File: src/rtl/fsrs_pkg.sv
`timescale 1ns / 1ps
// ----------------------------------------------------------------------------
// Failsafe response selector package
// Types, codes and reset values shared by the selector and its checker.
// ----------------------------------------------------------------------------
package fsrs_pkg;

  localparam int unsigned CfgIndexWidth = 3;
  localparam int unsigned CfgDataWidth  = 24;
  localparam int unsigned ThrWidth      = 10;
  localparam int unsigned DistWidth     = 24;
  localparam int unsigned AgeWidth      = 32;
  localparam int unsigned TimeoutWidth  = 16;

  typedef enum logic [1:0] {
    OP_RADIO_LOST  = 2'd0,
    OP_RADIO_BACK  = 2'd1,
    OP_BATTERY_LOW = 2'd2,
    OP_GPS_CHECK   = 2'd3
  } op_e;

  typedef enum logic [2:0] {
    MODE_STABILIZE = 3'd0,
    MODE_ACRO      = 3'd1,
    MODE_SPORT     = 3'd2,
    MODE_AUTO      = 3'd3,
    MODE_LOITER    = 3'd4,
    MODE_ALT_HOLD  = 3'd5,
    MODE_LAND      = 3'd6,
    MODE_OTHER     = 3'd7
  } mode_e;

  typedef enum logic [2:0] {
    ACT_NONE    = 3'd0,
    ACT_DISARM  = 3'd1,
    ACT_RTL     = 3'd2,
    ACT_LAND    = 3'd3,
    ACT_ALTHOLD = 3'd4
  } action_e;

  typedef enum logic [2:0] {
    EV_NONE       = 3'd0,
    EV_RADIO_LOST = 3'd1,
    EV_RADIO_BACK = 3'd2,
    EV_BATTERY    = 3'd3,
    EV_GPS        = 3'd4
  } event_e;

  typedef enum logic [CfgIndexWidth-1:0] {
    REG_THROTTLE_FS = 3'd0,
    REG_BATTERY_FS  = 3'd1,
    REG_GPS_FS      = 3'd2,
    REG_GPS_TIMEOUT = 3'd3,
    REG_WP_RADIUS   = 3'd4
  } reg_e;

  // Radio failsafe policy codes.
  localparam logic [1:0] ThrFsDisabled = 2'd0;
  localparam logic [1:0] ThrFsRtl      = 2'd1;
  localparam logic [1:0] ThrFsContinue = 2'd2;
  localparam logic [1:0] ThrFsLand     = 2'd3;

  // Battery failsafe policy codes.
  localparam logic [1:0] BattFsDisabled = 2'd0;
  localparam logic [1:0] BattFsLand     = 2'd1;
  localparam logic [1:0] BattFsRtl      = 2'd2;

  // GPS failsafe policy codes.
  localparam logic [1:0] GpsFsDisabled = 2'd0;
  localparam logic [1:0] GpsFsLand     = 2'd1;
  localparam logic [1:0] GpsFsAltHold  = 2'd2;

  localparam logic [1:0]              ThrFsReset    = ThrFsRtl;
  localparam logic [1:0]              BattFsReset   = BattFsLand;
  localparam logic [1:0]              GpsFsReset    = GpsFsLand;
  localparam logic [TimeoutWidth-1:0] GpsTimeoutRst = 16'd5000;
  localparam logic [DistWidth-1:0]    WpRadiusRst   = 24'd200;

  typedef struct packed {
    op_e                  operation;
    mode_e                flight_mode;
    logic                 motors_armed;
    logic [ThrWidth-1:0]  throttle_in;
    logic                 touchdown;
    logic [DistWidth-1:0] home_distance_cm;
    logic                 rtl_allowed;
    logic                 home_set;
    logic [AgeWidth-1:0]  gps_age_ms;
    logic                 radio_failsafe;
  } item_t;

  typedef struct packed {
    action_e action;
    event_e  log_event;
    logic    battery_fs_flag;
    logic    gps_fs_flag;
  } result_t;

endpackage

File: src/rtl/failsafe_response_selector.sv
`timescale 1ns / 1ps
// ----------------------------------------------------------------------------
// Failsafe response selector
// Picks the failsafe action and log event for each event beat and keeps the
// latched battery and GPS failsafe flags.
// ----------------------------------------------------------------------------
// Channel  | Handshake             | Beat contents
// ---------+-----------------------+------------------------------------------
// in       | in_valid_i/in_ready_o | operation_i ... radio_failsafe_i
// out      | out_valid_o/out_ready_i | action_o, log_event_o, flag outputs
// cfg      | cfg_valid_i/cfg_ready_o | cfg_index_i, cfg_data_i
//
// One beat is accepted per cycle while in_ready_o is high; the beat is held in the
// item register and its result then loads into the result register, from which
// it can be taken once out_valid_o is high.
// When out_ready_i is low both registers fill and in_ready_o then drops.
// Reset clears both latches, the valid flags and loads the default policies.
// Configuration writes are always taken.
// ----------------------------------------------------------------------------
module failsafe_response_selector (
  input  logic                                clk_i,
  input  logic                                rst_ni,
  input  logic                                cfg_valid_i,
  output logic                                cfg_ready_o,
  input  logic [fsrs_pkg::CfgIndexWidth-1:0]  cfg_index_i,
  input  logic [fsrs_pkg::CfgDataWidth-1:0]   cfg_data_i,
  input  logic                                in_valid_i,
  output logic                                in_ready_o,
  input  logic [1:0]                          operation_i,
  input  logic [2:0]                          flight_mode_i,
  input  logic                                motors_armed_i,
  input  logic [fsrs_pkg::ThrWidth-1:0]       throttle_in_i,
  input  logic                                touchdown_i,
  input  logic [fsrs_pkg::DistWidth-1:0]      home_distance_cm_i,
  input  logic                                rtl_allowed_i,
  input  logic                                home_set_i,
  input  logic [fsrs_pkg::AgeWidth-1:0]       gps_age_ms_i,
  input  logic                                radio_failsafe_i,
  output logic                                out_valid_o,
  input  logic                                out_ready_i,
  output logic [2:0]                          action_o,
  output logic [2:0]                          log_event_o,
  output logic                                battery_fs_flag_o,
  output logic                                gps_fs_flag_o
);

  logic [1:0]                          thr_fs_q;
  logic [1:0]                          batt_fs_q;
  logic [1:0]                          gps_fs_q;
  logic [fsrs_pkg::TimeoutWidth-1:0]   gps_timeout_q;
  logic [fsrs_pkg::DistWidth-1:0]      wp_radius_q;

  logic                                item_vld_q;
  fsrs_pkg::item_t                     item_q;
  fsrs_pkg::item_t                     item_d;
  logic                                res_vld_q;
  fsrs_pkg::result_t                   res_q;
  fsrs_pkg::result_t                   res_d;
  logic                                batt_latch_q;
  logic                                batt_latch_d;
  logic                                gps_latch_q;
  logic                                gps_latch_d;

  logic                                advance;
  logic                                in_fire;
  logic                                far;
  logic                                thr_zero;
  logic                                rtl_pol;
  fsrs_pkg::action_e                   home_or_land;
  fsrs_pkg::action_e                   radio_default;
  fsrs_pkg::action_e                   batt_home;

  assign cfg_ready_o = 1'b1;

  always_ff @(posedge clk_i or negedge rst_ni) begin
    if (!rst_ni) begin
      thr_fs_q      <= fsrs_pkg::ThrFsReset;
      batt_fs_q     <= fsrs_pkg::BattFsReset;
      gps_fs_q      <= fsrs_pkg::GpsFsReset;
      gps_timeout_q <= fsrs_pkg::GpsTimeoutRst;
      wp_radius_q   <= fsrs_pkg::WpRadiusRst;
    end else if (cfg_valid_i) begin
      unique case (cfg_index_i)
        fsrs_pkg::REG_THROTTLE_FS: thr_fs_q      <= cfg_data_i[1:0];
        fsrs_pkg::REG_BATTERY_FS:  batt_fs_q     <= cfg_data_i[1:0];
        fsrs_pkg::REG_GPS_FS:      gps_fs_q      <= cfg_data_i[1:0];
        fsrs_pkg::REG_GPS_TIMEOUT: gps_timeout_q <= cfg_data_i[fsrs_pkg::TimeoutWidth-1:0];
        fsrs_pkg::REG_WP_RADIUS:   wp_radius_q   <= cfg_data_i;
        default: ;
      endcase
    end
  end

  assign advance    = item_vld_q && (!res_vld_q || out_ready_i);
  assign in_ready_o = !item_vld_q || advance;
  assign in_fire    = in_valid_i && in_ready_o;

  always_comb begin
    item_d.operation        = fsrs_pkg::op_e'(operation_i);
    item_d.flight_mode      = fsrs_pkg::mode_e'(flight_mode_i);
    item_d.motors_armed     = motors_armed_i;
    item_d.throttle_in      = throttle_in_i;
    item_d.touchdown        = touchdown_i;
    item_d.home_distance_cm = home_distance_cm_i;
    item_d.rtl_allowed      = rtl_allowed_i;
    item_d.home_set         = home_set_i;
    item_d.gps_age_ms       = gps_age_ms_i;
    item_d.radio_failsafe   = radio_failsafe_i;
  end

  always_ff @(posedge clk_i or negedge rst_ni) begin
    if (!rst_ni) begin
      item_vld_q <= 1'b0;
    end else if (in_ready_o) begin
      item_vld_q <= in_valid_i;
    end
  end

  always_ff @(posedge clk_i) begin
    if (in_fire) begin
      item_q <= item_d;
    end
  end

  assign far      = item_q.home_distance_cm > wp_radius_q;
  assign thr_zero = item_q.throttle_in == '0;
  assign rtl_pol  = batt_fs_q == fsrs_pkg::BattFsRtl;

  assign home_or_land  = (far && item_q.rtl_allowed) ? fsrs_pkg::ACT_RTL : fsrs_pkg::ACT_LAND;
  assign radio_default = (thr_fs_q == fsrs_pkg::ThrFsLand) ? fsrs_pkg::ACT_LAND : home_or_land;
  assign batt_home     = (rtl_pol && far && item_q.rtl_allowed) ? fsrs_pkg::ACT_RTL
                                                                : fsrs_pkg::ACT_LAND;

  always_comb begin
    res_d.action    = fsrs_pkg::ACT_NONE;
    res_d.log_event = fsrs_pkg::EV_NONE;
    batt_latch_d    = batt_latch_q;
    gps_latch_d     = gps_latch_q;
    unique case (item_q.operation)
      fsrs_pkg::OP_RADIO_LOST: begin
        if (thr_fs_q != fsrs_pkg::ThrFsDisabled && item_q.motors_armed) begin
          res_d.log_event = fsrs_pkg::EV_RADIO_LOST;
          case (item_q.flight_mode) inside
            fsrs_pkg::MODE_STABILIZE, fsrs_pkg::MODE_ACRO, fsrs_pkg::MODE_SPORT: begin
              res_d.action = thr_zero ? fsrs_pkg::ACT_DISARM : radio_default;
            end
            fsrs_pkg::MODE_AUTO: begin
              if (thr_fs_q == fsrs_pkg::ThrFsRtl) begin
                res_d.action = home_or_land;
              end else if (thr_fs_q == fsrs_pkg::ThrFsLand) begin
                res_d.action = fsrs_pkg::ACT_LAND;
              end
            end
            fsrs_pkg::MODE_LOITER, fsrs_pkg::MODE_ALT_HOLD: begin
              res_d.action = (thr_zero && item_q.touchdown) ? fsrs_pkg::ACT_DISARM
                                                            : radio_default;
            end
            fsrs_pkg::MODE_LAND: begin
              if (!(batt_fs_q == fsrs_pkg::BattFsLand && batt_latch_q)) begin
                res_d.action = radio_default;
              end
            end
            default: begin
              res_d.action = radio_default;
            end
          endcase
        end
      end
      fsrs_pkg::OP_RADIO_BACK: begin
        res_d.log_event = fsrs_pkg::EV_RADIO_BACK;
      end
      fsrs_pkg::OP_BATTERY_LOW: begin
        if (!batt_latch_q) begin
          if (batt_fs_q != fsrs_pkg::BattFsDisabled && item_q.motors_armed) begin
            case (item_q.flight_mode) inside
              fsrs_pkg::MODE_STABILIZE, fsrs_pkg::MODE_ACRO, fsrs_pkg::MODE_SPORT: begin
                res_d.action = thr_zero ? fsrs_pkg::ACT_DISARM : batt_home;
              end
              fsrs_pkg::MODE_AUTO: begin
                res_d.action = home_or_land;
              end
              fsrs_pkg::MODE_LOITER, fsrs_pkg::MODE_ALT_HOLD: begin
                res_d.action = (thr_zero && item_q.touchdown) ? fsrs_pkg::ACT_DISARM
                                                              : batt_home;
              end
              default: begin
                res_d.action = batt_home;
              end
            endcase
          end
          batt_latch_d    = 1'b1;
          res_d.log_event = fsrs_pkg::EV_BATTERY;
        end
      end
      fsrs_pkg::OP_GPS_CHECK: begin
        if (gps_fs_q == fsrs_pkg::GpsFsDisabled || !item_q.home_set) begin
          gps_latch_d = 1'b0;
        end else if (item_q.gps_age_ms <
                     fsrs_pkg::AgeWidth'(gps_timeout_q)) begin
          gps_latch_d = 1'b0;
        end else if (!gps_latch_q && item_q.motors_armed) begin
          gps_latch_d     = 1'b1;
          res_d.log_event = fsrs_pkg::EV_GPS;
          res_d.action    = (gps_fs_q == fsrs_pkg::GpsFsAltHold && !item_q.radio_failsafe)
                            ? fsrs_pkg::ACT_ALTHOLD : fsrs_pkg::ACT_LAND;
        end
      end
      default: ;
    endcase
    res_d.battery_fs_flag = batt_latch_d;
    res_d.gps_fs_flag     = gps_latch_d;
  end

  always_ff @(posedge clk_i or negedge rst_ni) begin
    if (!rst_ni) begin
      batt_latch_q <= 1'b0;
      gps_latch_q  <= 1'b0;
      res_vld_q    <= 1'b0;
    end else begin
      if (advance) begin
        batt_latch_q <= batt_latch_d;
        gps_latch_q  <= gps_latch_d;
      end
      if (advance) begin
        res_vld_q <= 1'b1;
      end else if (out_ready_i) begin
        res_vld_q <= 1'b0;
      end
    end
  end

  always_ff @(posedge clk_i) begin
    if (advance) begin
      res_q <= res_d;
    end
  end

  assign out_valid_o       = res_vld_q;
  assign action_o          = res_q.action;
  assign log_event_o       = res_q.log_event;
  assign battery_fs_flag_o = res_q.battery_fs_flag;
  assign gps_fs_flag_o     = res_q.gps_fs_flag;

endmodule

File: config.mk
export PLATFORM = sky130hd
export DESIGN_NAME = failsafe_response_selector
export DESIGN_NICKNAME = d
export VERILOG_FILES = /design/src/rtl/fsrs_pkg.sv /design/src/rtl/failsafe_response_selector.sv
export SDC_FILE = /design/constraint.sdc
export NUM_CORES = 1
export LEC_CHECK = 0
export BUFFER_PORTS_ARGS = -buffer_cell sky130_fd_sc_hd__buf_4
export CAP_MARGIN = 20
export CORE_MARGIN = 5
export CORE_UTILIZATION = 40
export CTS_BUF_LIST = sky130_fd_sc_hd__clkbuf_4
export CTS_CLUSTER_SIZE = 20
export DETAILED_ROUTE_END_ITERATION = 8
export SLEW_MARGIN = 20
export SYNTH_ARGS = -nofsm -noshare
export SYNTH_HDL_FRONTEND = slang
export SYNTH_SLANG_ARGS = --single-unit
File: constraint.sdc
create_clock -name clk_i -period 4.5 [get_ports clk_i]
set_input_delay 0.9 -clock clk_i [delete_from_list [all_inputs] [get_ports clk_i]]
set_output_delay 0.9 -clock clk_i [all_outputs]
set_load 0.01 [all_outputs]
==> key figures <==
Global route
  – GRT overflow: 0
  – First-pass GRT wire length: ~18000 um
  – Largest net degree at the start of global routing: 77
  – Vias in the first global route: 3649
  – Initial antenna violation count: 1
  – GRT Total Usage: 14.5%

Die
  – Num rows: 43
  – Die W: 129 um
  – Core Region: 13900 sq um
  – Num ports: 119
  – Die area: approximately 17000 sq um
  – Die H: approximately 130 um
  – Starting density of the core: between 40% and 50%

Power and ir drop
  – Leak Pwr: 0.00296 uW
  – P per Cell Area: 400 nW/um^2
  – Pwr Total: between 2000 and 3000 uW
  – Max IR drop VDD: 250 uV

STA
  – RSZ-0062 raised after global routing: no
  – Least-Margin Pin Slew: 1040 ps
  – Slew headroom: a little under a third
  – Crit share post-route: ~58%
  – Hold Violations, Final: 0
  – Setup-failing EPs final: 0
  – Max Slew Vio Count: 0
  – Setup TNS Final: 0 ps
  – Fmax: 0.385 GHz
  – Clock Skews: approximately 20 ps
  – Crit path time final: 2600 ps

Setup path
  – Critical path peak fanout: 4
  – CP cell instances: inv_1 -> ha_1 -> nand4_1 -> nor4_1 -> o31ai_1 -> and3_1 -> o31ai_1 -> o311ai_2
  – Cell family with most CP delay: simple AND/OR/NAND/NOR gates
  – CP max stage cell: nor4_1
  – Crit path required time: 4760 ps
  – Startpoint types: flop
  – Top cell by count, worst path: o31ai_1
  – CP Capture Type: flop
  – CP bufs+invs: 1
  – Reg-to-reg slack, setup: 1900 ps
  – Critical path class: reg -> reg
  – Max incr delay on CP: 520 ps
  – Worst Path Arrival: 2860 ps

Route
  – Pre-Repair DR Iteration Count: 4
  – Post-route ant nets: 0
  – WL final: around 12000 um
  – Via density: 4.83
  – Wire length per cell: ~16 um
  – DR iter-0 viols: 163
  – Vias: 3562
  – DR DRC count: 0

Run
  – MaxCap Viol Count: 0

Final layout
  – Final core area utilization: between 50 and 60%
  – Fill cell count: between 1000 and 1500
  – Area grow syn2layout: 24.5%
  – Post-layout nets: 690
  – Layout cell share with drive strength beyond 1: 34.2%

Clock tree
  – Skew-Pair Late Insertion Delay: 530 ps
  – Post-CTS Setup Inserts: 0
  – # resized after CTS: 0
  – Hold_buf cts: 0
  – CTS tree: done
  – CTS Buf Count: 17
  – Clock sink total: between 100 and 150
  – Worst-path clk slew: 120 ps
  – CTS Buffer Depth: 2
  – Clock root buffer: clkbuf_4
  – Number of H-tree levels: 4

Synth
  – Number of synthesized flops with an enable pin: 84
  – Synth area leader: edfxtp_1
  – Post-synthesis register bit count: 134
  – Post-synthesis async set-or-reset flop share: approximately 37%
  – Avg Cell Area, Syn: 13.8 sq um
  – Ys flop type: edfxtp_1
  – Synth unique cells: 43
  – Synth warn: 0
  – Synth top area cells: edfxtp_1 44%, dfrtp_1 17%, ha_1 8.6%, dfstp_2 5.1%, mux2_2 4.6%
  – Seq/Total Area, Yosys: 66.6%
  – Syn Nets: 560
  – Mapped cell area: 5680 sq um
  – Area share of the leading cell type in the synthesized netlist: 44.4%
  – Post-Syn Instances: slightly above 400

Place
  – Post-DP HPWL: 8450 um
  – Number of I/O port buffers: ~120
  – GP Congestion: 0.817

Worst hold path
  – Worst min-delay path class: in -> async

Status
  – Status: finished clean
## per-layer routing
metal | global-route usage (%) | routed length [um]
met5 | 0 | 0
met4 | 5.19 | 142
met3 | 5.23 | 738
met2 | 23.2 | 5650
met1 | 18.2 | 5020
## report_power, final
part / internal (uW) / switching [uW] / total (uW)
clock network: 403 / 436 / 839
logic: 220 / 228 / 448
registers: 1480 / 63.2 / 1540
total: 2100 / 727 / 2830
## kinds of logic after synthesis
logic type                 after synthesis  share of synthesized area (%)
AOI/OAI and AO/OA                       75                           8.59
adders and majority gates               39                           8.59
buffers and inverters                   49                           3.30
DFF                                    134                           66.6
muxes                                   23                           4.56
other                                    1                         0.0660
and+or+nand+nor                         92                           8.26
## final timing paths
check / from / endpoint / cells after the start
min reg2reg: item_vld_q / out_valid_o / 1
max reg2reg: wp_radius_q[23] / action_o[0] / 8
max in group asynchronous: rst_ni / item_vld_q / 1
min: rst_ni / wp_radius_q[19] / 1
min in group clk_i: item_vld_q / out_valid_o / 1
max: wp_radius_q[23] / action_o[0] / 8
## sequential cells by signal (all words and copies together), names as in the netlist, 2 cells and up
| register | count |
|---|---|
| action_o | 3 |
| batt_fs_q | 2 |
| gps_fs_q | 2 |
| gps_timeout_q | 16 |
| item_q | 76 |
| log_event_o | 3 |
| thr_fs_q | 2 |
| wp_radius_q | 24 |
## cells in the final DEF, fill, tap and decap left out, types with 3 or more instances in the layout
master / Yosys / final
o2111ai_1: 3 / 3
clkinvlp_4: 0 / 4
dfstp_2: 11 / 11
and3_1: 3 / 3
bufinv_16: 0 / 3
edfxtp_1: 84 / 84
nor2b_1: 3 / 3
ha_1: 39 / 39
a31oi_1: 3 / 3
nor3_1: 5 / 4
nor2_1: 9 / 9
o21ai_0: 34 / 34
o31ai_1: 4 / 4
nand4_1: 7 / 7
mux2_2: 23 / 23
nand3_1: 4 / 4
inv_1: 42 / 42
nand2b_1: 7 / 7
dfrtp_1: 39 / 39
nand2_1: 38 / 38
nor4_1: 5 / 5
a21oi_1: 17 / 17
buf_4: 1 / 118
clkbuf_4: 0 / 20
## cells in the mapped netlist (all sizes together) (3+ instances only)
cell / number
a31oi: 3
ha: 39
o21ai: 34
edfxtp: 84
mux2: 23
nand4: 8
nor2b: 3
a21oi: 17
nand2b: 7
inv: 42
dfrtp: 39
nand2: 38
and3: 3
nand3: 4
o2111ai: 3
nor3: 5
clkbuf: 6
nor4: 5
o31ai: 4
dfstp: 11
a2111oi: 3
nor2: 9
## metrics by stage
step / worst slack, ps / cell area [sq um] / hold slack (ps) / std cells
final: 1900 / 7080 / 390 / 737
after detailed placement: 1930 / 6770 / 493 / 704
after floorplan: 1160 / 5680 / 449 / 413
after CTS: 1880 / 7080 / 365 / 736
after global routing: 1700 / 7080 / 372 / 737
after global placement: 1970 / 6770 / 466 / 704
## final cells by class
cell class / instances / area (sq um) / area share, %
Timing Repair Buffer: 118 / 886 / 12.5
Inverter: 42 / 158 / 2.23
Clock inverter: 12 / 154 / 2.17
Clock buffer: 20 / 150 / 2.12
Sequential cell: 134 / 3790 / 53.5
Antenna cell: 1 / 2.50 / 0.0354
Tap cell: 180 / 225 / 3.18
Multi-Input combinational cell: 230 / 1720 / 24.2
Note: power is estimated with default switching activity, not from simulation.
